File: src/design/hef_pkg.sv
// Shared types and constants for the histogram extrema finder.
`default_nettype none

package hef_pkg;

  localparam int POS_BITS    = 8;
  localparam int QUEUE_DEPTH = 4;
  localparam int QUEUE_AW    = $clog2(QUEUE_DEPTH);

  // Direction of the step into the current run of equal counts
  typedef enum logic [1:0] {
    STEP_NONE = 2'd0,
    STEP_UP   = 2'd1,
    STEP_DOWN = 2'd2
  } step_t;

  typedef struct packed {
    logic [POS_BITS-1:0] position;
    logic                found;
    logic                last_of_list;
  } result_t;

  // Everything one bin produces: one or two results
  typedef struct packed {
    logic    two;
    result_t res0;
    result_t res1;
  } bundle_t;

endpackage

`default_nettype wire

File: src/design/hef_front.sv
// Front end: tracks runs of equal counts and classifies each bin into results.
`default_nettype none

module hef_front #(
  parameter int MAX_BINS   = 256,
  parameter int COUNT_BITS = 24
) (
  input  wire                     clk,
  input  wire                     rst_n,
  input  wire                     kind_max,
  input  wire                     accept,
  input  wire [COUNT_BITS-1:0]    bin_count,
  input  wire                     last_bin,
  output logic                    push,
  output hef_pkg::bundle_t        bundle
);
  import hef_pkg::*;

  localparam int IDX_W = $clog2(MAX_BINS);

  logic [COUNT_BITS-1:0] prev_r, prev_nxt;
  step_t                 sign_r, sign_nxt;
  logic [IDX_W-1:0]      idx_r, idx_nxt;
  logic [IDX_W-1:0]      start_r, start_nxt;
  logic                  open_r, open_nxt;

  logic             last;
  logic             differ;
  logic             rising;
  logic [IDX_W:0]   sum_a;
  logic [IDX_W:0]   sum_b;
  logic [IDX_W-1:0] centre_a;
  logic [IDX_W-1:0] pos_b;
  logic             emit_a;
  logic             emit_b;
  step_t            new_sign;
  logic [IDX_W-1:0] new_start;
  result_t          res_a;
  result_t          res_b;
  result_t          res_empty;

  always_comb begin
    last     = last_bin || (idx_r == IDX_W'(MAX_BINS - 1));
    differ   = bin_count != prev_r;
    rising   = bin_count > prev_r;
    sum_a    = {1'b0, start_r} + {1'b0, idx_r - IDX_W'(1)};
    centre_a = IDX_W'(sum_a >> 1);

    new_sign  = differ ? (rising ? STEP_UP : STEP_DOWN) : sign_r;
    new_start = differ ? idx_r : start_r;
    sum_b     = {1'b0, new_start} + {1'b0, idx_r};

    if (!open_r) begin
      // first bin of a histogram is index 0
      emit_a = 1'b0;
      emit_b = !kind_max || last;
      pos_b  = '0;
    end else begin
      if (kind_max) begin
        emit_a = differ && (sign_r != STEP_DOWN) && !rising;
        emit_b = last && (new_sign != STEP_DOWN);
        pos_b  = IDX_W'(sum_b >> 1);
      end else begin
        emit_a = differ && (sign_r == STEP_DOWN) && rising;
        emit_b = last;
        pos_b  = idx_r;
      end
    end

    res_a.position     = POS_BITS'(centre_a);
    res_a.found        = 1'b1;
    res_a.last_of_list = last && !emit_b;
    res_b.position     = POS_BITS'(pos_b);
    res_b.found        = 1'b1;
    res_b.last_of_list = last;
    res_empty.position     = '0;
    res_empty.found        = 1'b0;
    res_empty.last_of_list = 1'b1;

    push        = accept && (emit_a || emit_b || last);
    bundle.two  = emit_a && emit_b;
    bundle.res1 = res_b;
    if (emit_a) begin
      bundle.res0 = res_a;
    end else if (emit_b) begin
      bundle.res0 = res_b;
    end else begin
      bundle.res0 = res_empty;
    end
  end

  always_comb begin
    prev_nxt  = prev_r;
    sign_nxt  = sign_r;
    idx_nxt   = idx_r;
    start_nxt = start_r;
    open_nxt  = open_r;
    if (accept) begin
      if (last) begin
        prev_nxt  = '0;
        sign_nxt  = STEP_NONE;
        idx_nxt   = '0;
        start_nxt = '0;
        open_nxt  = 1'b0;
      end else begin
        prev_nxt  = bin_count;
        idx_nxt   = idx_r + IDX_W'(1);
        open_nxt  = 1'b1;
        sign_nxt  = open_r ? new_sign : STEP_NONE;
        start_nxt = open_r ? new_start : '0;
      end
    end
  end

  always_ff @(posedge clk) begin
    if (!rst_n) begin
      prev_r  <= '0;
      sign_r  <= STEP_NONE;
      idx_r   <= '0;
      start_r <= '0;
      open_r  <= 1'b0;
    end else begin
      prev_r  <= prev_nxt;
      sign_r  <= sign_nxt;
      idx_r   <= idx_nxt;
      start_r <= start_nxt;
      open_r  <= open_nxt;
    end
  end

endmodule

`default_nettype wire

File: src/design/hef_queue.sv
// Short queue of result bundles between front and back end.
`default_nettype none

module hef_queue (
  input  wire               clk,
  input  wire               rst_n,
  input  wire               push,
  input  hef_pkg::bundle_t  push_data,
  input  wire               pop,
  output hef_pkg::bundle_t  head,
  output logic              not_empty,
  output logic              full
);
  import hef_pkg::*;

  bundle_t              mem [QUEUE_DEPTH];
  logic [QUEUE_AW-1:0]  wr_ptr_r, wr_ptr_nxt;
  logic [QUEUE_AW-1:0]  rd_ptr_r, rd_ptr_nxt;
  logic [QUEUE_AW:0]    cnt_r, cnt_nxt;

  always_comb begin
    not_empty  = cnt_r != '0;
    full       = cnt_r == (QUEUE_AW+1)'(QUEUE_DEPTH);
    head       = mem[rd_ptr_r];
    wr_ptr_nxt = push ? wr_ptr_r + QUEUE_AW'(1) : wr_ptr_r;
    rd_ptr_nxt = pop ? rd_ptr_r + QUEUE_AW'(1) : rd_ptr_r;
    cnt_nxt    = cnt_r + (QUEUE_AW+1)'(push) - (QUEUE_AW+1)'(pop);
  end

  always_ff @(posedge clk) begin
    if (push) begin
      mem[wr_ptr_r] <= push_data;
    end
  end

  always_ff @(posedge clk) begin
    if (!rst_n) begin
      wr_ptr_r <= '0;
      rd_ptr_r <= '0;
      cnt_r    <= '0;
    end else begin
      wr_ptr_r <= wr_ptr_nxt;
      rd_ptr_r <= rd_ptr_nxt;
      cnt_r    <= cnt_nxt;
    end
  end

endmodule

`default_nettype wire

File: src/design/hef_back.sv
// Back end: splits bundles into single results into the output register.
`default_nettype none

module hef_back (
  input  wire                clk,
  input  wire                rst_n,
  input  hef_pkg::bundle_t   head,
  input  wire                head_valid,
  output logic               pop,
  output logic               out_valid,
  input  wire                out_ready,
  output hef_pkg::result_t   out_res
);
  import hef_pkg::*;

  logic    valid_r, valid_nxt;
  logic    sel_r, sel_nxt;
  result_t res_r, res_nxt;
  logic    load;

  always_comb begin
    load      = head_valid && (!valid_r || out_ready);
    pop       = load && (sel_r || !head.two);
    valid_nxt = valid_r;
    sel_nxt   = sel_r;
    res_nxt   = res_r;
    if (load) begin
      valid_nxt = 1'b1;
      res_nxt   = sel_r ? head.res1 : head.res0;
      sel_nxt   = !sel_r && head.two;
    end else if (out_ready) begin
      valid_nxt = 1'b0;
    end
    out_valid = valid_r;
    out_res   = res_r;
  end

  always_ff @(posedge clk) begin
    if (!rst_n) begin
      valid_r <= 1'b0;
      sel_r   <= 1'b0;
    end else begin
      valid_r <= valid_nxt;
      sel_r   <= sel_nxt;
    end
  end

  always_ff @(posedge clk) begin
    res_r <= res_nxt;
  end

endmodule

`default_nettype wire

File: src/design/histogram_extrema_finder_top.sv
// Histogram extrema finder: top level.
//
// Bin counts enter on the in_ stream, bin 0 first, in_tlast on the final bin
// (a bin at index MAX_BINS-1 closes the histogram regardless). Results leave
// on the out_ stream in ascending bin order; out_tlast marks the final one of
// a histogram, out_tuser low marks the empty closing record.
// cfg_wr_data selects minima with endpoints (0) or maxima (1); write it only
// while no histogram is in flight.
// One bin is accepted per cycle while the queue has room. A bin yielding
// two results sends them one result per cycle while out_tready is high;
// a four-entry queue between the classifier and the output stage absorbs
// such bursts, and in_tready drops only when that queue is full.
// The first result of a bin is written into the queue when the bin is
// accepted and then into the output register, which drives the out_ port.
// A stalled receiver holds the output register; the queue keeps filling
// until full, then in_tready goes low.
// Reset (synchronous, rst_n low) empties queue and output and returns the
// run tracker to the start of a histogram; the mode register resets to minima.
`default_nettype none

module histogram_extrema_finder_top #(
  parameter int MAX_BINS   = 256,
  parameter int COUNT_BITS = 24
) (
  input  wire         clk,
  input  wire         rst_n,
  input  wire         in_tvalid,
  output logic        in_tready,
  input  wire  [23:0] in_tdata,   // [23:0] bin_count
  input  wire         in_tlast,   // last_bin
  output logic        out_tvalid,
  input  wire         out_tready,
  output logic [7:0]  out_tdata,  // [7:0] position
  output logic        out_tuser,  // found
  output logic        out_tlast,  // last_of_list
  input  wire         cfg_wr_en,
  input  wire         cfg_wr_data // extremum_kind
);
  import hef_pkg::*;

  logic                  kind_r;
  logic                  accept;
  logic                  push;
  logic                  pop;
  logic                  not_empty;
  logic                  full;
  logic [COUNT_BITS-1:0] count;
  bundle_t               push_data;
  bundle_t               head;
  result_t               res;

  always_ff @(posedge clk) begin
    if (!rst_n) begin
      kind_r <= 1'b0;
    end else if (cfg_wr_en) begin
      kind_r <= cfg_wr_data;
    end
  end

  assign in_tready = !full;
  assign accept    = in_tvalid && in_tready;
  assign count     = COUNT_BITS'(in_tdata);

  hef_front #(
    .MAX_BINS   (MAX_BINS),
    .COUNT_BITS (COUNT_BITS)
  ) u_front (
    .clk       (clk),
    .rst_n     (rst_n),
    .kind_max  (kind_r),
    .accept    (accept),
    .bin_count (count),
    .last_bin  (in_tlast),
    .push      (push),
    .bundle    (push_data)
  );

  hef_queue u_queue (
    .clk       (clk),
    .rst_n     (rst_n),
    .push      (push),
    .push_data (push_data),
    .pop       (pop),
    .head      (head),
    .not_empty (not_empty),
    .full      (full)
  );

  hef_back u_back (
    .clk        (clk),
    .rst_n      (rst_n),
    .head       (head),
    .head_valid (not_empty),
    .pop        (pop),
    .out_valid  (out_tvalid),
    .out_ready  (out_tready),
    .out_res    (res)
  );

  assign out_tdata = res.position;
  assign out_tuser = res.found;
  assign out_tlast = res.last_of_list;

endmodule

`default_nettype wire

File: config.mk
export PLATFORM = sky130hd
export DESIGN_NAME = histogram_extrema_finder_top
export DESIGN_NICKNAME = d
export VERILOG_FILES = /design/src/design/hef_pkg.sv /design/src/design/hef_front.sv /design/src/design/hef_queue.sv /design/src/design/hef_back.sv /design/src/design/histogram_extrema_finder_top.sv
export SDC_FILE = /design/constraint.sdc
export NUM_CORES = 1
export LEC_CHECK = 0
export ABC_AREA = 1
export CAP_MARGIN = 5
export CORE_ASPECT_RATIO = 1.1
export CORE_MARGIN = 2
export CORE_UTILIZATION = 42
export DETAILED_ROUTE_END_ITERATION = 6
export DONT_BUFFER_PORTS = 1
export PLACE_DENSITY_LB_ADDON = 0.3
export SLEW_MARGIN = 0
export SYNTH_ARGS = -nofsm -noshare
export SYNTH_HDL_FRONTEND = slang
export SYNTH_HIERARCHICAL = 1
export SYNTH_SLANG_ARGS = --single-unit
File: constraint.sdc
create_clock -name clk -period 8.6 [get_ports clk]
set_clock_uncertainty 0.1 [all_clocks]
set_input_delay 0.86 -clock clk [delete_from_list [all_inputs] [get_ports clk]]
set_output_delay 0.86 -clock clk [all_outputs]
set_load 0.005 [all_outputs]
==> results of run 1 <==
==> sequential cells by signal (all words and copies together), names as in the netlist, 2 cells and up, named ones only <==
signal / count
u_front/start_r: 8
u_back/out_res: 10
u_front/sign_r: 2
u_queue/wr_ptr_r: 2
u_front/prev_r: 24
u_queue/rd_ptr_r: 2
u_queue/mem: 84
u_queue/cnt_r: 3
u_front/idx_r: 8
==> worst max path at each step <==
stage,to,slack (ps),cells after the start
2_1_floorplan,u_queue/mem[0][17],5020,20
4_1_cts,u_queue/mem[2][17],5080,19
5_1_grt,u_queue/mem[0][19],4710,19
6_report,u_queue/mem[0][19],5040,19
3_3_place_gp,u_queue/mem[0][17],4720,19
3_5_place_dp,u_queue/mem[2][17],4660,19
==> logic make-up after synthesis <==
logic type	count (synthesis)	share of synthesized area [%]
XOR/XNOR	16	1.734
flip-flops	149	48.56
adder cells (fa/ha/maj)	50	8.021
buffers and inverters	175	10.07
AO/OA/AOI/OAI	172	13.44
other	1	0.04641
AND/OR/NAND/NOR	329	18.13
==> per-stage QoR <==
stage          instance area (µm²)  std cells  total power [W]
6_report                      8708       1138         0.002111
5_1_grt                       8708       1138         0.002244
4_1_cts                       8708       1138         0.002138
3_5_place_dp                  8133       1106         0.001422
3_3_place_gp                  8133       1106         0.001410
2_1_floorplan                 8080        892         0.001340
==> synthesized netlist by cell type (3+ instances only) <==
cell type	number
sky130_fd_sc_hd__inv_1	133
sky130_fd_sc_hd__nand2_1	197
sky130_fd_sc_hd__buf_6	7
sky130_fd_sc_hd__fa_1	3
sky130_fd_sc_hd__clkbuf_1	9
sky130_fd_sc_hd__a21oi_1	88
sky130_fd_sc_hd__inv_2	4
sky130_fd_sc_hd__nor2_2	4
sky130_fd_sc_hd__o21ai_2	7
sky130_fd_sc_hd__nand2_4	3
sky130_fd_sc_hd__xor2_1	14
sky130_fd_sc_hd__or2_2	3
sky130_fd_sc_hd__nor2_1	37
sky130_fd_sc_hd__edfxtp_1	94
sky130_fd_sc_hd__nor3_1	5
sky130_fd_sc_hd__o21bai_1	4
sky130_fd_sc_hd__o21ai_0	27
sky130_fd_sc_hd__nand3_1	41
sky130_fd_sc_hd__nand3_2	4
sky130_fd_sc_hd__buf_4	5
sky130_fd_sc_hd__buf_2	6
sky130_fd_sc_hd__o21ai_1	12
sky130_fd_sc_hd__nand4_1	6
sky130_fd_sc_hd__o211ai_2	21
sky130_fd_sc_hd__dfxtp_1	55
sky130_fd_sc_hd__nand2_2	25
sky130_fd_sc_hd__a211oi_1	3
sky130_fd_sc_hd__a21o_1	5
sky130_fd_sc_hd__ha_1	47
==> metal layers <==
layer / part of all wire (%) / up-vias
li1: - / 2913
met1: 45 / 2520
met2: 50 / 101
met3: 3.4 / 21
met4: 1.7 / 0
met5: 0 / -
==> cell type report <==
class,count,area share (%)
timing repair buffer,3,0.2586
sequential,149,45.11
clock inverter,15,1.724
clock buffer,17,4.885
tap,247,3.549
multi-input combinational,568,38.42
inverter,139,6.049
==> worst min-delay path: stages, from the launching register on <==
cell	delay, ps
sky130_fd_sc_hd__dfxtp_1	300
sky130_fd_sc_hd__inv_1	50
sky130_fd_sc_hd__a21oi_1	70
==> power breakdown <==
group | leakage, nW | switching (W) | internal [W]
clock network | 0.273 | 0.000309 | 0.000405
logic | 2.02 | 0.000265 | 0.000143
registers | 1.34 | 0.000108 | 0.000880
==> layout by cell type, fill, tap and decap left out, drive strengths merged <==
cell type	count
or2	3
a21o	5
o211ai	22
fa	3
xnor2	2
edfxtp	94
o21ai	46
nand3	45
nand2	225
xor2	14
nand4	6
dfxtp	55
buf	3
inv	142
and2	1
o21bai	4
nor2	43
a21oi	89
a31oi	2
nor3b	1
a21boi	1
bufinv	1
clkbuf	17
a211oi	3
ha	47
clkinvlp	3
clkinv	8
nor3	5
conb	1
==> flow_metrics.py, run 1 <==
metrics = {
    "setup_path": {
        "cp.arrival_ps": 3680,
        "reg2reg_slack_ps": 5100,
        "crit_path_end_kind": "flip-flop",
        "cp_num_buf_inv": 3,
        "crit_fanout": 15,
        "crit_path_top_delay_cell": "sky130_fd_sc_hd__fa_1",
        "critPathMaxStageDelay_ps": 380,
        "critPathLaunch": "in_tdata[7]",
        "reg2regPathDepth": 20,
        "critPathTopFamily": "simple AND/OR/NAND/NOR gates",
        "worstPathCellList": "ha_1 > nand2_1 > nor2_1 > and2_1 > nand2_4 > clkinv_4 > nor2_1 > nor2_1 > inv_1 > fa_1 > inv_1 > nand3_1 > nand2_1 > a21oi_1 > o21bai_1 > a21oi_1 > o21ai_0 > nand2_1 > o21ai_1",
        "worstSetupStartpointType": "primary input",
        "worst_r2r_endpoint": "u_queue/mem[0][19]",
        "critical_path.reg2reg.startpoint": "u_front/prev_r[7]",
        "cp_data_required_time_ps": 8730,
        "critPathKind": "in -> reg",
    },
    "floorplanning": {
        "die_h_um": 149.5,
        "placementRows": 53,
        "top_level_ports": 43,
        "dieArea_um2": 20370,
        "initial_core_util_pct": 42.60,
        "core-area_um2": 18970,
        "floorplan.die.width_um": 136.3,
    },
    "global_route": {
        "grt_util_all_layers_pct": 16.60,
        "grt_pass1_vias": 5370,
        "grt_pass1_wl_mm": 26.21,
        "met3_usage_pct": 3.794,
        "gr-usage-met1_pct": 20.11,
        "grtUsageMet2_pct": 28.94,
        "globalRoute.busiestLayer": "met2",
        "antenna_found_initial": 0,
        "grt_max_degree": 85,
        "globalRouteOverflowTotal": 0,
    },
    "drt": {
        "drt-total-wl_mm": 15.85,
        "route.detailed.drc": 0,
        "detailedRoute.firstPassIterationCount": 6,
        "routed_wire_length_per_instance_um": 13.93,
        "via_count": 5555,
        "antenna_violating_nets_post_route": 0,
        "iteration_0_drc_markers": 360,
        "drt-vias-per-instance": 4.881,
    },
    "synthesis": {
        "syn-mean-instance-area_um2": 9.059,
        "syn_inst": 892,
        "postSynthRegisterBits": 149,
        "synthDominantAreaCellType": "sky130_fd_sc_hd__edfxtp_1",
        "synth-seq-area-share_pct": 48.56,
        "mappedNetlistArea_um2": 8080,
        "async_flop_share_pct": 0,
        "synth_largest_type_area_fraction_pct": 34.93,
        "synth_edf_count": 94,
        "synth.lib_cells_used.distinct": 46,
        "synth-main-ff-cell": "sky130_fd_sc_hd__edfxtp_1",
        "synthesis.nets": 973,
        "post_synth_main_area_contributors": "sky130_fd_sc_hd__edfxtp_1 (35%), sky130_fd_sc_hd__dfxtp_1 (14%), sky130_fd_sc_hd__nand2_1 (9.2%), sky130_fd_sc_hd__ha_1 (7.3%), sky130_fd_sc_hd__inv_1 (6.2%)",
        "synth-warning-count": 6,
    },
    "clock_network": {
        "post_cts_hold_buffer_count": 0,
        "cts-htree-levels": 4,
        "cts-root-buf": "sky130_fd_sc_hd__clkbuf_16",
        "clock_transition_at_path_regs_ps": 60,
        "worst_skew_late_latency_ps": 420,
        "cts_setup_buffers": 0,
        "numCtsBuffers": 17,
        "ctsResizeCount": 0,
        "tritoncts_clock_tree": "built",
        "cts-root-to-sink-buffers": 2,
        "clkSinkCount": 149,
    },
    "final_layout": {
        "antennaDiodeCount": 0,
        "drive_gt1_share_pct": 12.57,
        "nNetsFinal": 959,
        "flow.area_growth_from_synthesis_pct": 7.773,
        "final_util_pct": 45.92,
        "regArea_um2": 3929,
        "area_of_combinational_cells_with_multiple_inputs_um2": 3346,
        "fillCellCount": 1868,
    },
    "sta": {
        "final.hold.worst_slack_ps": 357.8,
        "timing.final.setup_violations": 0,
        "layout_setup_ws_ps": 5045,
        "min_period_ps": 3555,
        "finalSetupTns_ps": 0,
        "final.period_utilization_pct": 41.34,
        "fmax_mhz": 281.3,
        "tightestPinTransition_ps": 1060,
        "slew_viol_final": 0,
        "worst_slew_margin_rel_pct": 29.35,
        "grt_setup_unrepaired": "false",
        "fin_hold_viols": 0,
    },
    "placed_design": {
        "placement.setup.worst_slack_ps": 4656,
        "port-buffer-count": 0,
        "hpwl_mm": 10.81,
        "gp_routability_congestion": 0.8683,
    },
    "power_and_ir_drop": {
        "leakage_nw": 3.633,
        "power.density_nw_per_um2": 242.4,
        "power.ir.vdd_worst_mv": 0.1390,
    },
    "hold_path": {
        "min_delay_path_depth": 2,
        "hp-start": "u_queue/rd_ptr_r[1]",
        "worst_hold_path_type": "reg -> reg",
    },
    "flow_run": {
        "drv.max_cap_violation_count": 0,
    },
    "run_status": {
        "status": "finished, final reports clean",
    },
}
Note: power is estimated with default switching activity, not from simulation.
==> run 2, diff against run 1 <==
==> constraint.sdc (replaced) <==
create_clock -name clk -period 3 [get_ports clk]
set_clock_uncertainty 0.1 [all_clocks]
set_input_delay 0.3 -clock clk [delete_from_list [all_inputs] [get_ports clk]]
set_output_delay 0.3 -clock clk [all_outputs]
set_load 0.005 [all_outputs]
==> run 2 against run 1 <==
The flow now finishes with violations (negative setup slack). Routed wire length grew 9.6%. Total power grew to 2.9 times the previous value. Final cell count increased by 7.1%. Combinational power increased to 3.8 times the previous value. Register-to-register slack worse by 5100 ps. Worst setup slack worse by 5100 ps. Critical path depth rose by 3. Flip-flop and latch count unchanged. Clock power grew to 2.8 times the previous value. Worst hold slack got worse by 290 ps. Clock-buffer cell count unchanged. Critical path type is now reg -> reg. Critical endpoint is now u_queue/mem[1][6]. Highest routed layer unchanged.
==> flow_metrics.py, run 2 (same netlist as run 1, synthesis figures left out) <==
metrics = {
    "run_status": {
        "status": "finished with violations",
        "violations": "negative setup slack",
    },
    "sta": {
        "timing.final.setup_violations": 4,
        "layout_setup_ws_ps": -20.58,
        "finalSetupTns_ps": -81.21,
        "final.period_utilization_pct": 100.7,
        "grt_setup_unrepaired": "true",
        "fin_hold_viols": 0,
        "worst_slew_margin_rel_pct": 35.97,
        "fmax_mhz": 331.1,
        "min_period_ps": 3021,
        "slew_viol_final": 0,
        "tightestPinTransition_ps": 960.4,
    },
    "power_and_ir_drop": {
        "power.ir.vdd_worst_mv": 0.3982,
        "internal_power_w": 0.004157,
        "power.density_nw_per_um2": 628.6,
        "switching_power_as_a_share_of_total_power_pct": 33.15,
        "report.power.total_w": 0.006218,
        "power_share_of_the_sequential_group_pct": 42.6,
        "net_switching_power_w": 0.002061,
        "share_clk_of_total_power_pct": 32.6,
        "comb_power_share_pct": 24.8,
        "leakage_nw": 4.122,
    },
    "global_route": {
        "grt_pass1_wl_mm": 28.09,
        "antenna_found_initial": 0,
        "grt_util_all_layers_pct": 17.79,
        "globalRouteOverflowTotal": 0,
        "grt_pass1_vias": 5803,
        "grt_max_degree": 81,
    },
    "placed_design": {
        "hpwl_mm": 11.03,
        "gp_routability_congestion": 0.8074,
        "post_dp_cell_area_um2": 8526,
        "port-buffer-count": 0,
    },
    "clock_network": {
        "clock_transition_at_path_regs_ps": 70,
        "cts-htree-levels": 4,
        "cts-root-buf": "sky130_fd_sc_hd__clkbuf_16",
        "worst_skew_late_latency_ps": 430,
        "tritoncts_clock_tree": "built",
        "cts-root-to-sink-buffers": 2,
        "clkSinkCount": 149,
        "numCtsBuffers": 17,
    },
    "floorplanning": {
        "floorplan.die.width_um": 136.3,
        "top_level_ports": 43,
        "dieArea_um2": 20370,
        "placementRows": 53,
        "initial_core_util_pct": 42.60,
        "die_h_um": 149.5,
        "core-area_um2": 18970,
    },
    "setup_path": {
        "crit_path_end_kind": "flip-flop",
        "worst_path_depth": 22,
        "critPathTopFamily": "simple AND/OR/NAND/NOR gates",
        "cp_num_buf_inv": 6,
        "cp_data_required_time_ps": 3070,
        "critPathKind": "reg -> reg",
        "worstSetupStartpointType": "flip-flop",
        "worstPathCellList": "inv_2 > ha_4 > nand2_4 > nor2_4 > nand2_4 > nor2_8 > nand2_4 > clkinv_4 > buf_12 > nand2_4 > o21ai_4 > ha_4 > buf_4 > nand2_1 > nor2_1 > nor2_1 > nand2_1 > a21oi_1 > o21ai_0 > nand2_1 > buf_4 > inv_1",
        "reg2regPathDepth": 22,
        "crit_path_top_delay_cell": "sky130_fd_sc_hd__dfxtp_2",
        "critPathMaxStageDelay_ps": 350,
        "crit_fanout": 6,
        "cell_with_the_most_instances_on_the_worst_path": "sky130_fd_sc_hd__nand2_4",
        "cp.arrival_ps": 3090,
    },
    "drt": {
        "antenna_violating_nets_post_route": 0,
        "routed_wire_length_per_instance_um": 14.25,
        "drt-total-wl_mm": 17.38,
        "detailedRoute.firstPassIterationCount": 5,
        "route.detailed.drc": 0,
        "iteration_0_drc_markers": 418,
        "drt-vias-per-instance": 4.910,
        "via_count": 5985,
    },
    "final_layout": {
        "registers.top_by_ff_count": "u_queue/mem",
        "stdcell_area_um2": 9892,
        "flow.area_growth_from_synthesis_pct": 22.42,
        "area_of_combinational_cells_with_multiple_inputs_um2": 3765,
        "antennaDiodeCount": 0,
        "layout_commonest_cell": "sky130_fd_sc_hd__nand2_1",
        "layout_common_cells": "sky130_fd_sc_hd__nand2_1 (180), sky130_fd_sc_hd__inv_1 (121), sky130_fd_sc_hd__edfxtp_1 (94)",
        "fillCellCount": 1715,
        "nNetsFinal": 1040,
        "regArea_um2": 3945,
        "largest_register_ff_count": 84,
        "drive_gt1_share_pct": 25.72,
    },
    "hold_path": {
        "min_delay_path_depth": 2,
        "worst_hold_path_type": "in -> reg",
    },
    "flow_run": {
        "drv.max_cap_violation_count": 0,
    },
}
## run 2: cell type report
cell class                      instances  share of cell area (%)
Clock inverter                         15                   1.455
Sequential cell                       149                   39.88
Inverter                              139                   5.350
Clock buffer                           17                   4.301
Multi-Input combinational cell        568                   38.06
Timing Repair Buffer                   84                   7.829
Tap cell                              247                   3.124
## run 2: power by group through the flow
stage | logic (W) | registers [W] | clock network, W
floorplan | 0.00120 | 0.00264 | 0
global route | 0.00175 | 0.00269 | 0.00216
CTS | 0.00149 | 0.00266 | 0.00208
detailed placement | 0.00143 | 0.00270 | 0
finish | 0.00154 | 0.00265 | 0.00203
global placement | 0.00141 | 0.00269 | 0
## run 2: timing repair
| item | 4_1_cts | 5_1_grt |
|---|---|---|
| pin swaps | 20 | 38 |
| endpoints found under the setup margin | 36 | 146 |
| hold buffers | 28 | 0 |
| gates cloned | 0 | 0 |
| endpoints found under the hold margin | 37 | 0 |
| buffers inserted | 4 | 8 |
| resized for setup | 38 | 59 |
## run 2: through the flow
stage | util, % | hold slack, ps | worst slack, ps | std cells
final | 52.16 | 66.68 | -20.58 | 1219
after global routing | 52.16 | 79.78 | -221.9 | 1219
after CTS | 50.42 | 52.24 | -46.22 | 1211
after detailed placement | 44.95 | 304.4 | -175.6 | 1148
after global placement | 44.95 | 300.9 | -133.1 | 1148
after floorplan | - | 293.5 | -9.880 | 892
## run 2: path summary, 6_finish.rpt
path / from / to / slack (ps)
min: in_tlast / u_queue/mem[0][0] / 70
max reg2reg: u_front/prev_r[11] / u_queue/mem[1][6] / -20
min reg2reg: u_front/prev_r[17] / u_front/prev_r[17] / 360
max: u_front/prev_r[11] / u_queue/mem[1][6] / -20
## run 2: routing by layer
| metal | global-route usage, % | share of wire [%] | up-vias |
|---|---|---|---|
| met5 | 0 | 0 | - |
| li1 | - | - | 3075 |
| met2 | 32.56 | 54 | 90 |
| met3 | 3.659 | 2.6 | 14 |
| met4 | 5.729 | 1.2 | 0 |
| met1 | 20.65 | 43 | 2806 |
## run 2: worst register-to-register path, cell delays in order (launching register included)
cell and delay [ps]:
sky130_fd_sc_hd__dfxtp_2 350, sky130_fd_sc_hd__inv_2 50, sky130_fd_sc_hd__ha_4 280, sky130_fd_sc_hd__nand2_4 60
sky130_fd_sc_hd__nor2_4 110, sky130_fd_sc_hd__nand2_4 80, sky130_fd_sc_hd__nor2_8 130, sky130_fd_sc_hd__nand2_4 70
sky130_fd_sc_hd__clkinv_4 70, sky130_fd_sc_hd__buf_12 120, sky130_fd_sc_hd__nand2_4 50, sky130_fd_sc_hd__o21ai_4 80
sky130_fd_sc_hd__ha_4 230, sky130_fd_sc_hd__buf_4 130, sky130_fd_sc_hd__nand2_1 110, sky130_fd_sc_hd__nor2_1 60
sky130_fd_sc_hd__nor2_1 80, sky130_fd_sc_hd__nand2_1 70, sky130_fd_sc_hd__a21oi_1 110, sky130_fd_sc_hd__o21ai_0 100
sky130_fd_sc_hd__nand2_1 130, sky130_fd_sc_hd__buf_4 140, sky130_fd_sc_hd__inv_1 70
